## src/iacr_pkg.sv

```systemverilog
`default_nettype none
package iacr_pkg;
	typedef enum logic [4:0] {
		OP_ADD    = 5'd0,
		OP_ADDI   = 5'd1,
		OP_ADDIS  = 5'd2,
		OP_ADDIC  = 5'd3,
		OP_ADDE   = 5'd4,
		OP_ADDZE  = 5'd5,
		OP_SUBF   = 5'd6,
		OP_SUBFC  = 5'd7,
		OP_SUBFIC = 5'd8,
		OP_SUBFE  = 5'd9,
		OP_SUBFME = 5'd10,
		OP_SUBFZE = 5'd11,
		OP_MULLW  = 5'd12,
		OP_MULLWU = 5'd13,
		OP_MULHW  = 5'd14,
		OP_MULHWU = 5'd15,
		OP_MULLI  = 5'd16,
		OP_DIVW   = 5'd17,
		OP_DIVWU  = 5'd18,
		OP_ABS    = 5'd19,
		OP_NABS   = 5'd20,
		OP_NEG    = 5'd21
	} op_t;

	localparam int unsigned OpLast = 21;
	localparam int unsigned Word   = 32;

	localparam logic [2:0] CR_LT = 3'b100;
	localparam logic [2:0] CR_GT = 3'b010;
	localparam logic [2:0] CR_EQ = 3'b001;

	typedef enum logic [2:0] {
		ST_IDLE,
		ST_READ,
		ST_EXEC,
		ST_MUL,
		ST_DIV_INIT,
		ST_DIV,
		ST_FIN,
		ST_OUT
	} state_t;

	typedef enum logic [1:0] {
		KIND_ALU,
		KIND_MUL,
		KIND_DIV,
		KIND_NONE
	} kind_t;

	// controller -> datapath
	typedef struct packed {
		logic capture;
		logic read;
		logic exec;
		logic mul;
		logic div_start;
		logic div_step;
		logic finish;
		logic out_take;
	} cmd_t;

	// datapath -> controller
	typedef struct packed {
		kind_t kind;
		logic  div_done;
	} stat_t;
endpackage
`default_nettype wire

```

## src/iacr_ctrl.sv

```systemverilog
`default_nettype none
module iacr_ctrl (
	input  wire                 clk,
	input  wire                 arst_n,
	input  wire                 in_valid,
	output logic                in_ready,
	output logic                out_valid,
	input  wire                 out_ready,
	input  iacr_pkg::stat_t     stat,
	output iacr_pkg::cmd_t      cmd
);
	iacr_pkg::state_t state_q, state_d;

	always_ff @(posedge clk or negedge arst_n) begin
		if (!arst_n) begin
			state_q <= iacr_pkg::ST_IDLE;
		end else begin
			state_q <= state_d;
		end
	end

	always_comb begin
		state_d   = state_q;
		cmd       = '0;
		in_ready  = 1'b0;
		out_valid = 1'b0;
		case (state_q)
			iacr_pkg::ST_IDLE: begin
				in_ready = 1'b1;
				if (in_valid) begin
					cmd.capture = 1'b1;
					state_d = iacr_pkg::ST_READ;
				end
			end
			iacr_pkg::ST_READ: begin
				cmd.read = 1'b1;
				case (stat.kind)
					iacr_pkg::KIND_MUL: state_d = iacr_pkg::ST_MUL;
					iacr_pkg::KIND_DIV: state_d = iacr_pkg::ST_DIV_INIT;
					default: state_d = iacr_pkg::ST_EXEC;
				endcase
			end
			iacr_pkg::ST_EXEC: begin
				cmd.exec = 1'b1;
				state_d = iacr_pkg::ST_FIN;
			end
			iacr_pkg::ST_MUL: begin
				cmd.mul = 1'b1;
				state_d = iacr_pkg::ST_FIN;
			end
			// operands are loaded now; set up the divider
			iacr_pkg::ST_DIV_INIT: begin
				cmd.div_start = 1'b1;
				state_d = iacr_pkg::ST_DIV;
			end
			iacr_pkg::ST_DIV: begin
				cmd.div_step = 1'b1;
				if (stat.div_done) state_d = iacr_pkg::ST_FIN;
			end
			iacr_pkg::ST_FIN: begin
				cmd.finish = 1'b1;
				state_d = iacr_pkg::ST_OUT;
			end
			iacr_pkg::ST_OUT: begin
				out_valid = 1'b1;
				if (out_ready) begin
					cmd.out_take = 1'b1;
					state_d = iacr_pkg::ST_IDLE;
				end
			end
			default: state_d = iacr_pkg::ST_IDLE;
		endcase
	end
endmodule
`default_nettype wire

```

## config.mk

```make
export PLATFORM = sky130hd
export DESIGN_NAME = iacr_ctrl
export DESIGN_NICKNAME = d
export VERILOG_FILES = /design/src/iacr_pkg.sv /design/src/iacr_ctrl.sv
export SDC_FILE = /design/constraint.sdc
export NUM_CORES = 1
export LEC_CHECK = 0
export BUFFER_PORTS_ARGS = -buffer_cell sky130_fd_sc_hd__buf_2
export CORE_AREA = 4 4 41 43
export CTS_CLUSTER_DIAMETER = 50
export CTS_CLUSTER_SIZE = 16
export DETAILED_ROUTE_END_ITERATION = 8
export DIE_AREA = 0 0 45 47
export PLACE_DENSITY = 0.43
export SLEW_MARGIN = 30
export SYNTH_ARGS = -nofsm -noshare
export SYNTH_HDL_FRONTEND = slang
export SYNTH_SLANG_ARGS = --single-unit
export TNS_END_PERCENT = 20
```

## constraint.sdc

```tcl
create_clock -name clk -period 2.8 [get_ports clk]
set_clock_uncertainty 0.15 [all_clocks]
set_input_delay 0.56 -clock clk [delete_from_list [all_inputs] [get_ports clk]]
set_output_delay 0.56 -clock clk [all_outputs]
set_load 0.1 [all_outputs]
```

==> flow_summary.ini, run 1 <==
[layout]
area_delta_synth_final_pct = 52.1
layout_common_cells = 16 x buf_2, 3 x and2_1, 3 x clkbuf_4, 3 x dfrtp_1
top_register = state_q
final_util = 0.281
fin_area_um2 = 365
layout.nets = 57
final_common_cell = buf_2
reg_top3 = state_q: 3 flops
n_antenna_cell = 0
layout-drive-gt1-share = 0.408
largest_register_ffs = 3

[setup_path]
worstRegToRegCells = 3
rrSetupSlack_ns = 1.35
crit_end = cmd[0]
crit_start = state_q[0]
crit_required_ns = 2.09
path_delay_family = flip-flops
start_kind = register
r2r_start = state_q[0]
critPathMaxStageDelay_ns = 0.57
critPathKind = register to output port
cp.depth = 3
end_kind = output port
cp_cell_sequence = and3_1 -> and2_1 -> buf_2
crit_fanout = 14
cp.arrival_ns = 1.60
r2r-end = state_q[0]
slowest_stage = dfrtp_1
path_buf_inv = 1

[placed_design]
placed_area_um2 = 329
dpl_worst_slack_ns = 0.726
place_congestion = 0.683
portBuffers = 16
dpl.hpwl_um = 528

[timing]
setup_viol = 0
hold_viol = 0
fmax_mhz = 432
slew_headroom = 0.675
fin_crit_sh = 0.826
setup_ws_ns = 0.488
period_needed_ns = 2.31
rsz0062_at_grt = no
slew_violations = 0
tightest_slew_ns = 0.491

[global_route]
antenna_found_initial = 0
grt_use_total = 0.0744
grt_max_degree = 15
grt_pass1_vias = 260
grt_pass1_wl_um = 1080
grt_overflow = 0

[floorplan]
initial_core_util = 0.185
fp.dieH_um = 47
core_um2 = 1300
dieWidth_um = 45
die_area_um2 = 2120
fp-row-count = 13
io_pins = 17

[hold_path]
hold_start = stat[2]
worstHoldPathType = primary input to register

[cts]
clock-sinks = 3
cts_tree = built
worst_skew_pair.late_latency_ns = 0.23
cts_root_buf = clkbuf_4
clkSlewWorstSetupHoldPaths_ns = 0.04
clockBufferDepth = 2
cts_resized = 0
cts_setup_buffers = 0
numCtsBuffers = 3
h-tree-depth = 1

[drt]
vias_per_cell = 4.52
drt_iter0_markers = 3
drt.antenna.violating_nets = 0
dr_total_vias = 289
avgRoutedWirePerCell_um = 10.7
finalWirelength_um = 682
drcViolationCount = 0
drtPass1Iterations = 2

[logic_synthesis]
syn_nets = 38
syn_inst = 31
synth_edf_count = 0
syn-cell-area_um2 = 240
yosysWarnings = 0
synth.distinct_cells = 18
synthArstFlopShare = 1.00
synth_area_per_cell_um2 = 7.75
synth_top_flop_cell = dfrtp_1
synth-seq-area-share = 0.313
synth-seq-cells = 3

[job]
drv_cap = 0

[outcome]
status = finished, final reports clean
[cells in the mapped netlist, drive strengths merged (2+ instances only)]
cell | n | share of area
a21oi | 2 | 0.042
o21ai | 2 | 0.042
and3 | 2 | 0.052
nor3 | 2 | 0.042
nor2 | 2 | 0.031
and2 | 3 | 0.078
dfrtp | 3 | 0.31
nor3b | 2 | 0.062
buf | 3 | 0.062
inv | 2 | 0.031
[worst min-delay path by stage]
| stage | end | slack [ns] | cells past startpoint |
|---|---|---|---|
| detailed placement | state_q[1] | 0.21 | 1 |
| global route | state_q[2] | 0.50 | 2 |
| floorplan | state_q[0] | 0.11 | 0 |
| finish | state_q[2] | 0.48 | 3 |
| global placement | state_q[1] | 0.21 | 1 |
| CTS | state_q[2] | 0.48 | 3 |
[layer usage]
layer,vias to the layer above,global-route usage,wire length [µm]
met5,-,0,0
met4,0,0.0702,15
met3,2,0.0192,57
met2,11,0.102,301
met1,130,0.0936,308
li1,146,-,-
[tightest hold or removal path: cells and delay by family]
kind / cells / cell delay, ns
buffers and inverters: 1 / 0.10
AOI/OAI and AO/OA: 1 / 0.07
and+or+nand+nor: 1 / 0.08
[cells by family (layout without fill, tap and decap cells)]
group / count (synthesis) / count (layout) / share of synthesized area
AOI/OAI and AO/OA: 8 / 8 / 0.234
buffers and inverters: 5 / 23 / 0.0937
DFF: 3 / 3 / 0.312
and+or+nand+nor: 15 / 15 / 0.359
[layout make-up]
type / count / area [µm²]
clock buffer: 4 / 26.3
fill: 161 / 936
inverter: 2 / 7.51
multi-input combinational: 23 / 148
sequential: 3 / 75.1
tap: 15 / 18.8
timing repair buffer: 17 / 90.1
[per-stage QoR]
| stage | hold WS (ns) | cells | TNS, ns |
|---|---|---|---|
| 6_report | 0.478 | 64 | 0 |
| 5_1_grt | 0.502 | 64 | 0 |
| 4_1_cts | 0.485 | 64 | 0 |
| 3_5_place_dp | 0.209 | 59 | 0 |
| 3_3_place_gp | 0.209 | 59 | 0 |
| 2_1_floorplan | 0.114 | 31 | -2.62 |
[repair_timing]
item                                    4_1_cts  5_1_grt
hold buffers                                  1        0
endpoints found under the hold margin         3        0
endpoints found under the setup margin        0        0
Power of run 1 is left out: the tool's default activity adds up to more than one toggle a clock period on the data nets, which glitch-free logic cannot reach.
==> run 2: changes to the inputs <==
clock period = 2.3 ns   (was 2.8 ns; I/O delays follow)
==> run 2 against run 1 <==
Utilization increased by 3.3 points. Wire length is 5.6% higher. Design area is 12% higher. Global-route usage rose by 0.32 points. Worst setup slack lost 0.38 ns. Worst hold slack got worse by 0.11 ns. Via count is 5.5% lower. Die area unchanged. Clock-buffer cell count stayed put. Non-clock buffer count unchanged. Cell count unchanged. Critical endpoint is now cmd[7].
==> flow_summary.ini, run 2 (same netlist as run 1, synthesis figures left out) <==
[global_route]
grt_pass1_wl_um = 1160
grt_pass1_vias = 288
grt_overflow = 0
grt_max_degree = 15
antenna_found_initial = 0
grt_use_total = 0.0775

[layout]
fin_area_um2 = 408
area_delta_synth_final_pct = 69.8
layout_common_cells = 15 x buf_2, 3 x clkbuf_4, 3 x dfrtp_1
n_antenna_cell = 0
top_register = state_q
fill_cells = 154
reg_top3 = state_q: 3 flops
layout.nets = 57
final_util = 0.313
final_common_cell = buf_2
layout-drive-gt1-share = 0.531
largest_register_ffs = 3

[setup_path]
critPathKind = register to output port
cp.arrival_ns = 1.58
crit_required_ns = 1.69
end_kind = output port
start_kind = register
crit_fanout = 14

[drt]
drt_iter0_markers = 3
vias_per_cell = 4.27
avgRoutedWirePerCell_um = 11.3
drt.antenna.violating_nets = 0
drcViolationCount = 0
finalWirelength_um = 720
drtPass1Iterations = 4
dr_total_vias = 273

[timing]
rsz0062_at_grt = no
setup_viol = 0
period_needed_ns = 2.19
slew_headroom = 0.677
tightest_slew_ns = 0.488
fin_crit_sh = 0.952
tns_ns = 0
slew_violations = 0
hold_viol = 0
fmax_mhz = 457

[floorplan]
fp.dieH_um = 47
initial_core_util = 0.185
fp-row-count = 13
core_um2 = 1300
io_pins = 17
dieWidth_um = 45
die_area_um2 = 2120

[cts]
numCtsBuffers = 3
cts_tree = built
clkSlewWorstSetupHoldPaths_ns = 0.04
worst_skew_pair.late_latency_ns = 0.23
clock-sinks = 3
h-tree-depth = 1
clockBufferDepth = 2
cts_root_buf = clkbuf_4
cts_setup_buffers = 0

[placed_design]
placed_area_um2 = 372
place_congestion = 0.666
portBuffers = 16

[outcome]
status = finished, final reports clean

[hold_path]
worstHoldPathType = primary input to register

[job]
drv_cap = 0
run 2: final cells by class:
type                            count  area, µm²  share of cell area
Clock buffer                        4       26.3              0.0644
Inverter                            2       7.51              0.0184
Multi-Input combinational cell     23        175               0.429
Sequential cell                     3       75.1               0.184
Tap cell                           15       18.8              0.0460
Timing Repair Buffer               17        105               0.258
run 2: stage by stage:
step,std cells,setup WS [ns],hold slack (ns)
global placement,59,0.347,0.109
CTS,64,0.0919,0.378
floorplan,31,-0.251,0.0144
global route,64,0.0235,0.392
finish,64,0.110,0.371
detailed placement,59,0.338,0.109
run 2: worst paths after layout:
| path | slack [ns] | to | depth (start not counted) | start |
|---|---|---|---|---|
| max reg2reg | 0.77 | state_q[0] | 3 | state_q[0] |
| max in group asynchronous | 1.49 | state_q[0] | 2 | arst_n |
| max | 0.11 | cmd[7] | 3 | state_q[0] |
| min | 0.37 | state_q[2] | 3 | stat[2] |
| min reg2reg | 0.58 | state_q[1] | 1 | state_q[1] |
| min in group asynchronous | 0.40 | state_q[1] | 2 | arst_n |
run 2: metal layers:
layer	part of all wire	track usage	up-vias
li1	-	-	145
met1	0.46	0.100	119
met2	0.44	0.0989	9
met3	0.097	0.0153	0
met4	0	0.0877	0
met5	0	0	-
run 2: repair_timing:
item | CTS | global route
hold buffers | 1 | 0
gates resized for setup | 0 | 0
hold endpoints to repair | 3 | 0
run 2: critical path: stages, from the launching register on:
cell     delay [ns]
dfrtp_1        0.54
nor3_4         0.24
and2_4         0.15
buf_2          0.41
Power of run 2 is left out for the same reason.
